File: src/cll_pkg.sv
`timescale 1ns / 1ps
`default_nettype none
// ----------------------------------------------------------------------------
// cll_pkg
// Shared types, token codes and keyword table for the C-like lexer.
// ----------------------------------------------------------------------------
package cll_pkg;

    localparam int POS_W       = 16;
    localparam int KW_CHARS    = 8;
    localparam int PREFIX_W    = 8 * KW_CHARS;
    localparam int KW_COUNT    = 11;
    localparam int QUEUE_DEPTH = 4;
    localparam int QUEUE_AW    = $clog2(QUEUE_DEPTH);

    localparam logic [POS_W-1:0] POS_MAX = '1;

    localparam logic [5:0] K_EOF    = 6'd0;
    localparam logic [5:0] K_IDENT  = 6'd1;
    localparam logic [5:0] K_NUM    = 6'd2;
    localparam logic [5:0] K_STR    = 6'd3;
    localparam logic [5:0] K_SBYTE  = 6'd4;
    localparam logic [5:0] K_KW0    = 6'd5;
    localparam logic [5:0] K_PLUS   = 6'd16;
    localparam logic [5:0] K_MINUS  = 6'd17;
    localparam logic [5:0] K_MUL    = 6'd18;
    localparam logic [5:0] K_DIV    = 6'd19;
    localparam logic [5:0] K_MOD    = 6'd20;
    localparam logic [5:0] K_ASSIGN = 6'd21;
    localparam logic [5:0] K_EQEQ   = 6'd22;
    localparam logic [5:0] K_SEMI   = 6'd23;
    localparam logic [5:0] K_LPAR   = 6'd24;
    localparam logic [5:0] K_RPAR   = 6'd25;
    localparam logic [5:0] K_LBR    = 6'd26;
    localparam logic [5:0] K_RBR    = 6'd27;
    localparam logic [5:0] K_COMMA  = 6'd28;
    localparam logic [5:0] K_GT     = 6'd29;
    localparam logic [5:0] K_GE     = 6'd30;
    localparam logic [5:0] K_LT     = 6'd31;
    localparam logic [5:0] K_LE     = 6'd32;
    localparam logic [5:0] K_NOT    = 6'd33;
    localparam logic [5:0] K_NE     = 6'd34;
    localparam logic [5:0] K_ANDAND = 6'd35;
    localparam logic [5:0] K_OROR   = 6'd36;
    localparam logic [5:0] K_EBAD   = 6'd37;
    localparam logic [5:0] K_ESTR   = 6'd38;
    localparam logic [5:0] K_ECOM   = 6'd39;

    localparam logic [PREFIX_W-1:0] KW_WORD [KW_COUNT] = '{
        PREFIX_W'(64'h696e74),
        PREFIX_W'(64'h737472696e67),
        PREFIX_W'(64'h7072696e74),
        PREFIX_W'(64'h6966),
        PREFIX_W'(64'h656c7365),
        PREFIX_W'(64'h7768696c65),
        PREFIX_W'(64'h666f72),
        PREFIX_W'(64'h627265616b),
        PREFIX_W'(64'h636f6e74696e7565),
        PREFIX_W'(64'h72657475726e),
        PREFIX_W'(64'h66756e63)
    };

    localparam logic [3:0] KW_LEN [KW_COUNT] = '{
        4'd3, 4'd6, 4'd5, 4'd2, 4'd4, 4'd5, 4'd3, 4'd5, 4'd8, 4'd6, 4'd4
    };

    typedef enum logic [15:0] {
        M_START = 16'h0001,
        M_IDENT = 16'h0002,
        M_NUM   = 16'h0004,
        M_STR   = 16'h0008,
        M_ESC   = 16'h0010,
        M_SLASH = 16'h0020,
        M_LINE  = 16'h0040,
        M_BLOCK = 16'h0080,
        M_BSTAR = 16'h0100,
        M_EQ    = 16'h0200,
        M_GT    = 16'h0400,
        M_LT    = 16'h0800,
        M_BANG  = 16'h1000,
        M_AMP   = 16'h2000,
        M_PIPE  = 16'h4000,
        M_ERR   = 16'h8000
    } t_mode;

    typedef struct packed {
        logic [5:0]       kind;
        logic [POS_W-1:0] start;
        logic [POS_W-1:0] len;
        logic [7:0]       val;
    } t_res;

    typedef struct packed {
        t_res res0;
        t_res res1;
        logic two;
    } t_entry;

    function automatic logic [5:0] kw_kind(input logic [PREFIX_W-1:0] prefix,
                                           input logic [3:0] wlen);
        logic [5:0] kind;
        kind = K_IDENT;
        for (int i = KW_COUNT - 1; i >= 0; i--) begin
            if (wlen == KW_LEN[i] && prefix == KW_WORD[i]) begin
                kind = K_KW0 + 6'(i);
            end
        end
        return kind;
    endfunction

endpackage
`default_nettype wire

File: src/cll_front.sv
`timescale 1ns / 1ps
`default_nettype none
// ----------------------------------------------------------------------------
// cll_front
// Lexer state machine: classifies one byte per transfer into zero, one or
// two result records and pushes them into the result queue.
// ----------------------------------------------------------------------------
module cll_front import cll_pkg::*; (
    input  wire logic   i_clk,
    input  wire logic   i_rst_n,
    input  wire logic   i_valid,
    input  wire logic   i_full,
    input  wire logic   i_kind,
    input  wire logic   [7:0] i_char_byte,
    output logic        o_push,
    output t_entry      o_entry
);

    typedef struct packed {
        t_mode      mode;
        logic       is_open;
        logic       emit;
        logic [5:0] kind;
    } t_sb;

    t_mode              r_mode, n_mode;
    logic [POS_W-1:0]   r_pos, n_pos;
    logic [POS_W-1:0]   r_tstart, n_tstart;
    logic [PREFIX_W-1:0] r_prefix, n_prefix;
    logic [3:0]         r_wlen, n_wlen;

    logic               accept;
    logic [7:0]         c;
    t_sb                sb;
    logic               use_sb;
    logic [1:0]         cnt;
    t_res               res [2];
    logic [POS_W-1:0]   span0;
    logic [POS_W:0]     span1_raw;
    logic [POS_W-1:0]   span1;
    logic               is_alpha, is_digit;

    function automatic t_res tok(input logic [5:0] kind, input logic [POS_W-1:0] start,
                                 input logic [POS_W-1:0] len, input logic [7:0] val);
        t_res r;
        r.kind  = kind;
        r.start = start;
        r.len   = len;
        r.val   = val;
        return r;
    endfunction

    function automatic t_sb start_byte(input logic [7:0] ch);
        t_sb s;
        s.mode    = M_START;
        s.is_open = 1'b0;
        s.emit    = 1'b0;
        s.kind    = K_EOF;
        if (ch == " " || ch == 8'h09 || ch == 8'h0a) begin
            s.mode = M_START;
        end else if ((ch >= "a" && ch <= "z") || (ch >= "A" && ch <= "Z")) begin
            s.mode = M_IDENT; s.is_open = 1'b1;
        end else if (ch >= "0" && ch <= "9") begin
            s.mode = M_NUM; s.is_open = 1'b1;
        end else begin
            priority case (ch)
                8'h22: begin s.mode = M_STR;   s.is_open = 1'b1; end
                "/":   begin s.mode = M_SLASH; s.is_open = 1'b1; end
                "=":   begin s.mode = M_EQ;    s.is_open = 1'b1; end
                ">":   begin s.mode = M_GT;    s.is_open = 1'b1; end
                "<":   begin s.mode = M_LT;    s.is_open = 1'b1; end
                "!":   begin s.mode = M_BANG;  s.is_open = 1'b1; end
                "&":   begin s.mode = M_AMP;   s.is_open = 1'b1; end
                "|":   begin s.mode = M_PIPE;  s.is_open = 1'b1; end
                "+":   begin s.emit = 1'b1; s.kind = K_PLUS;  end
                "-":   begin s.emit = 1'b1; s.kind = K_MINUS; end
                "*":   begin s.emit = 1'b1; s.kind = K_MUL;   end
                "%":   begin s.emit = 1'b1; s.kind = K_MOD;   end
                ";":   begin s.emit = 1'b1; s.kind = K_SEMI;  end
                "(":   begin s.emit = 1'b1; s.kind = K_LPAR;  end
                ")":   begin s.emit = 1'b1; s.kind = K_RPAR;  end
                "{":   begin s.emit = 1'b1; s.kind = K_LBR;   end
                "}":   begin s.emit = 1'b1; s.kind = K_RBR;   end
                ",":   begin s.emit = 1'b1; s.kind = K_COMMA; end
                default: begin
                    s.emit = 1'b1; s.kind = K_EBAD; s.mode = M_ERR;
                end
            endcase
        end
        return s;
    endfunction

    assign accept    = i_valid && !i_full;
    assign c         = i_char_byte;
    assign sb        = start_byte(c);
    assign span0     = r_pos - r_tstart;
    assign span1_raw = {1'b0, span0} + {{POS_W{1'b0}}, 1'b1};
    assign span1     = span1_raw[POS_W] ? POS_MAX : span1_raw[POS_W-1:0];
    assign is_alpha  = (c >= "a" && c <= "z") || (c >= "A" && c <= "Z");
    assign is_digit  = (c >= "0" && c <= "9");

    always_comb begin
        n_mode   = r_mode;
        n_pos    = r_pos;
        n_tstart = r_tstart;
        n_prefix = r_prefix;
        n_wlen   = r_wlen;
        use_sb   = 1'b0;
        cnt      = 2'd0;
        res[0]   = '0;
        res[1]   = '0;

        if (i_kind || c == 8'h00) begin
            unique case (r_mode)
                M_IDENT: begin
                    res[0] = tok(kw_kind(r_prefix, r_wlen), r_tstart, span0, 8'h00);
                    cnt = 2'd1;
                end
                M_NUM: begin
                    res[0] = tok(K_NUM, r_tstart, span0, 8'h00); cnt = 2'd1;
                end
                M_STR, M_ESC: begin
                    res[0] = tok(K_ESTR, r_tstart, span0, 8'h00); cnt = 2'd1;
                end
                M_SLASH: begin
                    res[0] = tok(K_DIV, r_tstart, POS_W'(1), 8'h00); cnt = 2'd1;
                end
                M_BLOCK, M_BSTAR: begin
                    res[0] = tok(K_ECOM, r_tstart, span0, 8'h00); cnt = 2'd1;
                end
                M_EQ: begin
                    res[0] = tok(K_ASSIGN, r_tstart, POS_W'(1), 8'h00); cnt = 2'd1;
                end
                M_GT: begin
                    res[0] = tok(K_GT, r_tstart, POS_W'(1), 8'h00); cnt = 2'd1;
                end
                M_LT: begin
                    res[0] = tok(K_LT, r_tstart, POS_W'(1), 8'h00); cnt = 2'd1;
                end
                M_BANG: begin
                    res[0] = tok(K_NOT, r_tstart, POS_W'(1), 8'h00); cnt = 2'd1;
                end
                M_AMP, M_PIPE: begin
                    res[0] = tok(K_EBAD, r_tstart, POS_W'(1), 8'h00); cnt = 2'd1;
                end
                default: begin
                    cnt = 2'd0;
                end
            endcase
            res[cnt[0]] = tok(K_EOF, r_pos, '0, 8'h00);
            cnt      = cnt + 2'd1;
            n_mode   = M_START;
            n_pos    = '0;
            n_tstart = '0;
            n_prefix = '0;
            n_wlen   = '0;
        end else begin
            unique case (r_mode)
                M_START: use_sb = 1'b1;
                M_IDENT: begin
                    if (is_alpha || is_digit || c == "_") begin
                        if (r_wlen < 4'(KW_CHARS)) begin
                            n_prefix = {r_prefix[PREFIX_W-9:0], c};
                        end
                        if (r_wlen != 4'd15) begin
                            n_wlen = r_wlen + 4'd1;
                        end
                    end else begin
                        res[0] = tok(kw_kind(r_prefix, r_wlen), r_tstart, span0, 8'h00);
                        cnt    = 2'd1;
                        use_sb = 1'b1;
                    end
                end
                M_NUM: begin
                    if (!is_digit) begin
                        res[0] = tok(K_NUM, r_tstart, span0, 8'h00);
                        cnt    = 2'd1;
                        use_sb = 1'b1;
                    end
                end
                M_STR: begin
                    if (c == 8'h22) begin
                        res[0] = tok(K_STR, r_tstart, span1, 8'h00);
                        cnt    = 2'd1;
                        n_mode = M_START;
                    end else if (c == 8'h5c) begin
                        n_mode = M_ESC;
                    end else begin
                        res[0] = tok(K_SBYTE, r_pos, POS_W'(1), c);
                        cnt    = 2'd1;
                    end
                end
                M_ESC: begin
                    res[0] = tok(K_SBYTE, (r_pos != '0) ? r_pos - POS_W'(1) : '0,
                                 POS_W'(2),
                                 (c == "n") ? 8'h0a : ((c == "t") ? 8'h09 : c));
                    cnt    = 2'd1;
                    n_mode = M_STR;
                end
                M_SLASH: begin
                    if (c == "/") begin
                        n_mode = M_LINE;
                    end else if (c == "*") begin
                        n_mode = M_BLOCK;
                    end else begin
                        res[0] = tok(K_DIV, r_tstart, POS_W'(1), 8'h00);
                        cnt    = 2'd1;
                        use_sb = 1'b1;
                    end
                end
                M_LINE: begin
                    if (c == 8'h0a) n_mode = M_START;
                end
                M_BLOCK: begin
                    if (c == "*") n_mode = M_BSTAR;
                end
                M_BSTAR: begin
                    if (c == "/") begin
                        n_mode = M_START;
                    end else if (c != "*") begin
                        n_mode = M_BLOCK;
                    end
                end
                M_EQ, M_GT, M_LT, M_BANG: begin
                    cnt = 2'd1;
                    if (c == "=") begin
                        n_mode = M_START;
                        res[0] = tok((r_mode == M_EQ) ? K_EQEQ :
                                     (r_mode == M_GT) ? K_GE :
                                     (r_mode == M_LT) ? K_LE : K_NE,
                                     r_tstart, span1, 8'h00);
                    end else begin
                        use_sb = 1'b1;
                        res[0] = tok((r_mode == M_EQ) ? K_ASSIGN :
                                     (r_mode == M_GT) ? K_GT :
                                     (r_mode == M_LT) ? K_LT : K_NOT,
                                     r_tstart, POS_W'(1), 8'h00);
                    end
                end
                M_AMP, M_PIPE: begin
                    cnt = 2'd1;
                    if (c == ((r_mode == M_AMP) ? "&" : "|")) begin
                        res[0] = tok((r_mode == M_AMP) ? K_ANDAND : K_OROR,
                                     r_tstart, span1, 8'h00);
                        n_mode = M_START;
                    end else begin
                        res[0] = tok(K_EBAD, r_tstart, POS_W'(1), 8'h00);
                        n_mode = M_ERR;
                    end
                end
                M_ERR: n_mode = M_ERR;
                default: use_sb = 1'b1;
            endcase

            if (use_sb) begin
                n_mode = sb.mode;
                if (sb.is_open) begin
                    n_tstart = r_pos;
                end
                if (sb.mode == M_IDENT) begin
                    n_prefix = {{(PREFIX_W-8){1'b0}}, c};
                    n_wlen   = 4'd1;
                end
                if (sb.emit) begin
                    res[cnt[0]] = tok(sb.kind, r_pos, POS_W'(1), 8'h00);
                    cnt = cnt + 2'd1;
                end
            end

            if (r_pos != POS_MAX) begin
                n_pos = r_pos + POS_W'(1);
            end
        end
    end

    assign o_push       = accept && (cnt != 2'd0);
    assign o_entry.res0 = res[0];
    assign o_entry.res1 = res[1];
    assign o_entry.two  = cnt[1];

    always_ff @(posedge i_clk) begin
        if (!i_rst_n) begin
            r_mode   <= M_START;
            r_pos    <= '0;
            r_tstart <= '0;
            r_prefix <= '0;
            r_wlen   <= '0;
        end else if (accept) begin
            r_mode   <= n_mode;
            r_pos    <= n_pos;
            r_tstart <= n_tstart;
            r_prefix <= n_prefix;
            r_wlen   <= n_wlen;
        end
    end

endmodule
`default_nettype wire

File: src/cll_queue.sv
`timescale 1ns / 1ps
`default_nettype none
// ----------------------------------------------------------------------------
// cll_queue
// Short FIFO of result records between the lexer front and the output side.
// ----------------------------------------------------------------------------
module cll_queue import cll_pkg::*; (
    input  wire logic   i_clk,
    input  wire logic   i_rst_n,
    input  wire logic   i_push,
    input  t_entry      i_entry,
    input  wire logic   i_pop,
    output logic        o_full,
    output logic        o_valid,
    output t_entry      o_entry
);

    t_entry                 r_mem [QUEUE_DEPTH];
    logic [QUEUE_AW-1:0]    r_wr, r_rd;
    logic [QUEUE_AW:0]      r_cnt, n_cnt;
    logic                   do_push, do_pop;

    assign o_full  = (r_cnt == (QUEUE_AW+1)'(QUEUE_DEPTH));
    assign o_valid = (r_cnt != '0);
    assign o_entry = r_mem[r_rd];
    assign do_push = i_push && !o_full;
    assign do_pop  = i_pop && o_valid;

    always_comb begin
        n_cnt = r_cnt;
        if (do_push && !do_pop) begin
            n_cnt = r_cnt + (QUEUE_AW+1)'(1);
        end else if (do_pop && !do_push) begin
            n_cnt = r_cnt - (QUEUE_AW+1)'(1);
        end
    end

    always_ff @(posedge i_clk) begin
        if (do_push) begin
            r_mem[r_wr] <= i_entry;
        end
    end

    always_ff @(posedge i_clk) begin
        if (!i_rst_n) begin
            r_wr  <= '0;
            r_rd  <= '0;
            r_cnt <= '0;
        end else begin
            r_cnt <= n_cnt;
            if (do_push) r_wr <= r_wr + QUEUE_AW'(1);
            if (do_pop)  r_rd <= r_rd + QUEUE_AW'(1);
        end
    end

endmodule
`default_nettype wire

File: src/cll_back.sv
`timescale 1ns / 1ps
`default_nettype none
// ----------------------------------------------------------------------------
// cll_back
// Output side: unpacks queued records one result per transfer into the
// output register and marks the last result of each input byte.
// ----------------------------------------------------------------------------
module cll_back import cll_pkg::*; (
    input  wire logic   i_clk,
    input  wire logic   i_rst_n,
    input  wire logic   i_q_valid,
    input  t_entry      i_q_entry,
    output logic        o_pop,
    input  wire logic   i_stall,
    output logic        o_valid,
    output t_res        o_res,
    output logic        o_last
);

    logic   r_valid;
    logic   r_sel;
    t_res   r_res;
    logic   r_last;
    logic   load;

    assign load    = !r_valid || !i_stall;
    assign o_pop   = load && i_q_valid && (r_sel || !i_q_entry.two);
    assign o_valid = r_valid;
    assign o_res   = r_res;
    assign o_last  = r_last;

    always_ff @(posedge i_clk) begin
        if (load && i_q_valid) begin
            r_res  <= r_sel ? i_q_entry.res1 : i_q_entry.res0;
            r_last <= r_sel || !i_q_entry.two;
        end
    end

    always_ff @(posedge i_clk) begin
        if (!i_rst_n) begin
            r_valid <= 1'b0;
            r_sel   <= 1'b0;
        end else if (load) begin
            r_valid <= i_q_valid;
            if (i_q_valid) begin
                r_sel <= !r_sel && i_q_entry.two;
            end
        end
    end

endmodule
`default_nettype wire

File: src/c_like_lexer_top.sv
`timescale 1ns / 1ps
`default_nettype none
// ----------------------------------------------------------------------------
// c_like_lexer_top
// Streaming tokenizer for a small C-like language: lexer front, result
// queue and output register.
// ----------------------------------------------------------------------------
// Dataflow: the first result of a byte is written into the result queue at its
//   input transfer and then loaded into the output register.
// Throughput: one byte per cycle while o_stall is low; two results of a byte
//   leave one per output transfer, absorbed by the four-entry result queue.
// Reset: synchronous, active low; clears lexer mode, position, queue and
//   output valid.
// ----------------------------------------------------------------------------
module c_like_lexer_top import cll_pkg::*; (
    input  wire logic               i_clk,
    input  wire logic               i_rst_n,
    input  wire logic               i_valid,
    output logic                    o_stall,
    input  wire logic               i_kind,
    input  wire logic [7:0]         i_char_byte,
    output logic                    o_valid,
    input  wire logic               i_stall,
    output logic [5:0]              o_token_kind,
    output logic [POS_W-1:0]        o_start_pos,
    output logic [POS_W-1:0]        o_span_len,
    output logic [7:0]              o_value_byte,
    output logic                    o_last
);

    logic   full;
    logic   push;
    t_entry push_entry;
    logic   q_valid;
    t_entry q_entry;
    logic   pop;
    t_res   out_res;

    assign o_stall = full;

    cll_front u_front (
        .i_clk       (i_clk),
        .i_rst_n     (i_rst_n),
        .i_valid     (i_valid),
        .i_full      (full),
        .i_kind      (i_kind),
        .i_char_byte (i_char_byte),
        .o_push      (push),
        .o_entry     (push_entry)
    );

    cll_queue u_queue (
        .i_clk   (i_clk),
        .i_rst_n (i_rst_n),
        .i_push  (push),
        .i_entry (push_entry),
        .i_pop   (pop),
        .o_full  (full),
        .o_valid (q_valid),
        .o_entry (q_entry)
    );

    cll_back u_back (
        .i_clk     (i_clk),
        .i_rst_n   (i_rst_n),
        .i_q_valid (q_valid),
        .i_q_entry (q_entry),
        .o_pop     (pop),
        .i_stall   (i_stall),
        .o_valid   (o_valid),
        .o_res     (out_res),
        .o_last    (o_last)
    );

    assign o_token_kind = out_res.kind;
    assign o_start_pos  = out_res.start;
    assign o_span_len   = out_res.len;
    assign o_value_byte = out_res.val;

endmodule
`default_nettype wire
File: config.mk
export PLATFORM = sky130hd
export DESIGN_NAME = c_like_lexer_top
export DESIGN_NICKNAME = d
export VERILOG_FILES = /design/src/cll_pkg.sv /design/src/cll_front.sv /design/src/cll_queue.sv /design/src/cll_back.sv /design/src/c_like_lexer_top.sv
export SDC_FILE = /design/constraint.sdc
export NUM_CORES = 1
export LEC_CHECK = 0
export BUFFER_PORTS_ARGS = -buffer_cell sky130_fd_sc_hd__buf_2
export CAP_MARGIN = 25
export CORE_MARGIN = 2
export CORE_UTILIZATION = 55
export CTS_CLUSTER_DIAMETER = 150
export DETAILED_ROUTE_END_ITERATION = 7
export GPL_TIMING_DRIVEN = 0
export PLACE_DENSITY = 0.81
export SLEW_MARGIN = 25
export SYNTH_ARGS = -nofsm -noshare
export SYNTH_HDL_FRONTEND = slang
export SYNTH_SLANG_ARGS = --single-unit
File: constraint.sdc
create_clock -name i_clk -period 6.8 [get_ports i_clk]
set_input_delay 0.34 -clock i_clk [delete_from_list [all_inputs] [get_ports i_clk]]
set_output_delay 0.34 -clock i_clk [all_outputs]
set_load 0.005 [all_outputs]
After elaboration in Yosys (flattened, before gate mapping)
Memories as Yosys holds them, arrays and structs flattened. A register that Yosys moved wholly into a read port is not among the register bits. Index checks and enable logic that the tools add are counted.

Register bits after elaboration: 172. Bits in writable memories: 372. Input bits: 13. Output and inout bits: 49. Logic and storage cells: 281. Memories: 1.

Add/sub/neg operators: 11. $lt $le $gt $ge: 11. Equal/unequal tests: 69. Muxes and demuxes: 110. Bitwise logic cells: 2. Reductions and logical operators: 62.

Memories: u_queue.r_mem (words 4, width 93, rd ports 1, clocked after Yosys merged registers in 1, write ports 1, RTL line cll_queue.sv:18) `t_entry r_mem [QUEUE_DEPTH];`.

Operator list (count): 46-bit 2-to-1 mux (10); 46-bit one-hot mux with 10 select lines (1); 64-bit 2-to-1 mux (6); 46-bit one-hot mux with 7 select lines (1); 16-bit 2-to-1 mux (20); 16-bit one-hot mux with 9 select lines (2); 92-bit 2-to-1 mux (3); 64-bit by 39-bit equality test with 1-bit output, second input constant (3); 92-bit bitwise mux (2); 64-bit by 23-bit equality test with 1-bit output, second input constant (2); 64-bit by 31-bit equality test with 1-bit output, second input constant (2); 64-bit by 47-bit equality test with 1-bit output, second input constant (2); 8-bit by 6-bit equality test with 1-bit output, second input constant (16); 46-bit demux with 1-bit select (2); 7-bit one-hot mux with 11 select lines (1); 64-bit by 15-bit equality test with 1-bit output, second input constant (1); 64-bit by 63-bit equality test with 1-bit output, second input constant (1); 8-bit by 7-bit equality test with 1-bit output, second input constant (7); 6-bit 2-to-1 mux (9); 4-bit 2-to-1 mux (13); 45-bit 2-to-1 mux (1); 43-bit 2-to-1 mux (1); 42-bit 2-to-1 mux (1); 17-bit 2-to-1 mux (2); other kinds (66) (156).

Depth between registers and ports, before layout
Depth after elaboration: 20. Depth in mapped cells: 18. Mapped depth without buffers: 16.

Modules after synthesis
Synthesis repeated with hierarchy kept, for this count alone.

Cells, all modules: 1908. Area, all modules: 25451.9 sq um.

By module, submodules not included: cll_queue (instances 1, cells each 533, area an instance 13892.1 sq um, sequential area each 11350.9 sq um); cll_front (instances 1, cells each 1267, area an instance 9470.3 sq um, sequential area each 2322.2 sq um); cll_back (instances 1, cells each 108, area an instance 2089.5 sq um, sequential area each 1451.4 sq um).

Least setup slack after synthesis
OpenSTA, ideal clock, no wires.

Path type: input port to flip-flop. Start: in i_char_byte[7]. End: mem u_queue.r_mem[0][0] (netlist name), enable pin. Library setup time: 0.436 ns. Arrival: 4.305 ns. Required time: 6.364 ns. Slack: 2.059 ns. Stages: 12. Buffers on the path: 1. Cells stage by stage: clkbuf_2 > or2b_1 > or4_1 > o211a_1 > a21oi_2 > and3_1 > nand3_1 > ha_1 > nor2_1 > a31oi_1 > o31a_1 > and2_1.

Longest elaborated chain between the ends: 17. Elaborated cells between the ends (all ways): 68. Those cells by class: add/sub (1); order compare (6); eq/ne (23); mux (24); reduce/logical (14).

Ends and longest elaborated chain: start, declared (RTL line c_like_lexer_top.sv:21) `input wire logic [7:0] i_char_byte,`; 8-bit by 7-bit greater-or-equal comparator with 1-bit output or 8-bit by 7-bit less-or-equal comparator with 1-bit output (tied branches) (RTL line cll_front.sv:61, cll_front.sv:99); 1-bit logical AND (RTL line cll_front.sv:61, cll_front.sv:99); 1-bit logical OR (RTL line cll_front.sv:61, cll_front.sv:99); 1-bit logical OR (2 in series) (RTL line cll_front.sv:161) `if (is_alpha || is_digit || c == "_") begin`; 1-bit 2-to-1 mux (RTL line cll_front.sv:161); 2-bit one-hot mux with 5 select lines (RTL line cll_front.sv:158) `unique case (r_mode)`; 2-bit 2-to-1 mux (RTL line cll_front.sv:113) `if (i_kind || c == 8'h00) begin`; 2-bit by 1-bit adder with 2-bit output (RTL line cll_front.sv:266) `cnt = cnt + 2'd1;`; 2-bit 2-to-1 mux (RTL line cll_front.sv:264) `if (sb.emit) begin`; 2-bit 2-to-1 mux (RTL line cll_front.sv:255) `if (use_sb) begin`; 2-bit 2-to-1 mux (*) (RTL line cll_front.sv:113); 2-bit nonzero test (*) (RTL line cll_front.sv:276) `assign o_push = accept && (cnt != 2'd0);`; 1-bit logical AND (*) (RTL line cll_front.sv:276); 1-bit logical AND (*) (RTL line cll_queue.sv:26) `assign do_push = i_push && !o_full;`; net u_queue.do_push (RTL line cll_queue.sv:21) `logic do_push, do_pop;`; 1-bit 2-to-1 mux (*) (RTL line cll_queue.sv:39) `if (do_push) begin`; 1-bit 2-to-1 mux (not written as such) (*) (RTL line cll_queue.sv:40) `r_mem[r_wr] <= i_entry;`; end, declared (RTL line cll_queue.sv:18).

Mark *: on every way through the listed nets, which the timed path passes. The rest lies on a longest branch. The select of a mux whose other input is x is not followed.

==> results.md <==
* Post-synth EDFFs at 327
* Final Max Tran Viols at 0
* Clock sinks at 454
* Clk pin slew, worst setup/hold paths at 60 ps
* # IOs at 62
* Required @ worst endpoint at 7010 ps
* Die width at 203 um
* Final Instance Area at 0.0245 mm2
* Post-synth top area cell: edfxtp_1
* Vias in the first global route at 15600
* Pre-Repair DR Iteration Count at 6
* Tightest Pin Transition at 1150 ps
* Status: completed
* Slowest cell on the critical path: o21ai_0
* Largest net degree at the start of global routing at 45
* Total core area at 0.0388 mm2
* WP buf/inv at 3
* Rel. slew slack at 22.3%
* Syn nets at 1835
* RD Place Congestion at 0.945
* Maximum Capacitance Violations at 0
* Clk Latency, worst-skew pair at 580 ps
* Residual DRC at 0
* Pwr per Cell Area at 310 mW/mm2
* Clock buffer depth at 3
* Ys Warns at 0
* Initial Util at 56.1%
* Fin crit share at 77.9%
* Nets at 1947
* Area grow syn2layout at 12.4%
* CP Cell Sequence: clkbuf_1, inv_1, ha_1, inv_1, fa_1, a211oi_1, o21bai_1, a221oi_1, o31ai_1, xor2_1, nand3_1, nor4_2, a41oi_1, o21ai_0
* GRT overflow at 0
* Post-DR vias/cell at 6.49
* First-iteration detailed-routing DRC count at 1745
* Top cells by area, synth: edfxtp_1 (45%), dfxtp_1 (12%), mux4_2 (7.2%), a22o_1 (2.6%), nor2_1 (1.9%)
* Postcts setup bufs at 0
* Routed wire length at 58300 um
* Via count at 16000
* CP max FO at 9
* CTS resizes at 0
* Avg WL per Cell at 23.7 um
* Setup crit end kind: flop
* Ys async rst share at 0%
* CP max stage delay at 930 ps
* Worst Setup Start Kind: flop
* H-tree depth at 2
* Cell Rows at 72
* Clock Skew at 14.6 ps
* Critical path class: flop to flop
* Syn avg cell area at 12.1 um2
* Antenna Nets Post-Route at 0
* Post-synth cell types at 87
* Max Fclk at 189 MHz
* Num CTS Buffers at 45
* Initial antenna violation count at 2
* Die Y at 203 um
* First-pass GRT wire length at 89900 um
* Final setup viols at 0
* Die area at 0.0412 mm2
* Worst vdd ir at 0.000168 V
* CTS tree: built
* Share of cells above drive strength 1 at 15.4%
* Setup tns final at 0 ps
* WP data arrival at 5500 ps
* Ys flop type: edfxtp_1
* Sequential area share after synthesis at 56.8%
* Seq cells post-synth at 454
* Hold buffer count at cts at 0
* HP Class: input pin to flop
* DP Area at 0.0229 mm2
* Clock root cell: clkbuf_16
* # port buffers at 59
* LEAKAGE at 8.25 nW
* Synth Cell Area at 0.0218 mm2
* Gr usage total at 28.5%
* Top-area cell type share of the netlist area at 45.1%
* CP top delay family: compound AO/OA/AOI/OAI gates
* Final hold vios at 0
* Tmin final at 5290 ps
* RSZ-0062 raised after global routing: false
* Post-Syn Instances at 1792
* Post-detail-place hpwl at 41300 um
* Most used cell, CP: inv_1
worst min-delay path: stages:
cell	delay, ps
buf_2	120
nand2_1	60
a21boi_0	60
synthesized netlist by cell type (28+ instances only):
cell / instances
a21oi_1: 70
a22o_1: 64
and2_1: 36
clkbuf_1: 79
dfxtp_1: 127
edfxtp_1: 327
ha_1: 28
inv_1: 41
mux4_2: 70
nand2_1: 109
nand3_1: 79
nand4_1: 33
nor2_1: 113
nor2b_1: 40
nor3_1: 51
nor4_1: 36
o21ai_0: 84
flip-flops by register name (all words and copies together) (netlist names), named ones only:
register	flops
u_back.o_valid	1
u_back.o_last	1
u_front.r_wlen	4
u_back.o_res	46
u_queue.r_cnt	3
u_back.r_sel	1
u_front.r_tstart	16
u_front.r_pos	16
u_queue.r_rd	2
u_queue.r_mem	280
u_front.r_prefix	64
u_front.r_mode	16
u_queue.r_wr	2
kinds of logic (layout without fill, tap and decap cells):
kind of cell    after synthesis  after routing  synth area share [%]
other cells                   0              1                     0
compound gates              346            346                  10.9
buf+inv                     160            309                  3.12
flops                       454            454                  56.8
simple gates                656            656                  16.8
mux                         101            101                  8.81
fa+ha+maj                    31             31                  1.84
xor+xnor                     44             44                  1.77
final timing paths:
check,slack [ps],startpoint,cells after the start,end
setup / recovery,1510,u_front.r_pos[0],14,u_queue.r_mem[2][70]
hold / removal,60,i_stall,3,u_back.o_valid
setup reg to reg,1510,u_front.r_pos[0],14,u_queue.r_mem[2][70]
hold reg to reg,480,u_front.r_prefix[60],1,u_front.r_prefix[60]
layer usage:
metal / up-vias / routed length, um / track usage, %
met3: 125 / 4770 / 4.59
met1: 7911 / 24400 / 40.1
met5: - / 0 / 0
met4: 0 / 2020 / 10.1
met2: 785 / 27100 / 45.3
li1: 7151 / - / -
cells in the final DEF, fill, tap and decap left out, types with 11 or more instances in the layout:
master	synthesis	routed
nand3_1	79	79
xnor2_1	19	19
and2_1	36	32
clkbuf_1	79	89
or3_1	18	18
ha_1	28	28
o21ai_0	84	84
mux4_2	70	70
nor2b_1	40	40
xor2_1	25	25
or4_1	17	17
edfxtp_1	327	327
a211oi_1	11	11
mux2_2	24	24
dfxtp_1	127	127
inv_1	41	41
a221o_1	15	15
nor3_1	51	51
a21oi_1	70	69
nand2b_1	20	20
a21boi_1	11	11
nor4_1	36	36
nand4_1	33	33
nor2_1	113	113
and3_1	13	13
nand2_1	109	109
nand3b_1	13	13
buf_2	14	73
a22o_1	64	64
nor3b_1	13	11
clkbuf_16	0	47
where the power goes:
part	internal, W	switching, W
logic	0.000666	0.000834
registers	0.00341	0.000102
clock network	0.00154	0.00105
total	0.00561	0.00198
stage by stage:
stage / setup slack [ps] / hold WS [ps] / power (W) / instances / util (%)
3_5_place_dp: 1680 / 469 / 0.00507 / 2375 / 59.0
6_report: 1510 / 63.1 / 0.00759 / 2460 / 63.0
2_1_floorplan: 2060 / 444 / 0.00449 / 1792 / -
5_1_grt: 1330 / 58.6 / 0.00789 / 2460 / 63.0
3_3_place_gp: 161 / 464 / 0.00498 / 2369 / 58.5
4_1_cts: 1640 / 41.1 / 0.00766 / 2459 / 63.0
final cells by class:
type / count / area, um2
fill: 2929 / 14400
sequential: 454 / 12400
multi-input combinational: 1178 / 8760
clock buffer: 64 / 1310
tap: 518 / 648
buffer: 118 / 527
timing repair buffer: 65 / 460
clock inverter: 20 / 235
inverter: 42 / 158
antenna: 1 / 2.50
No activity file was read; power rests on OpenSTA's default activity.
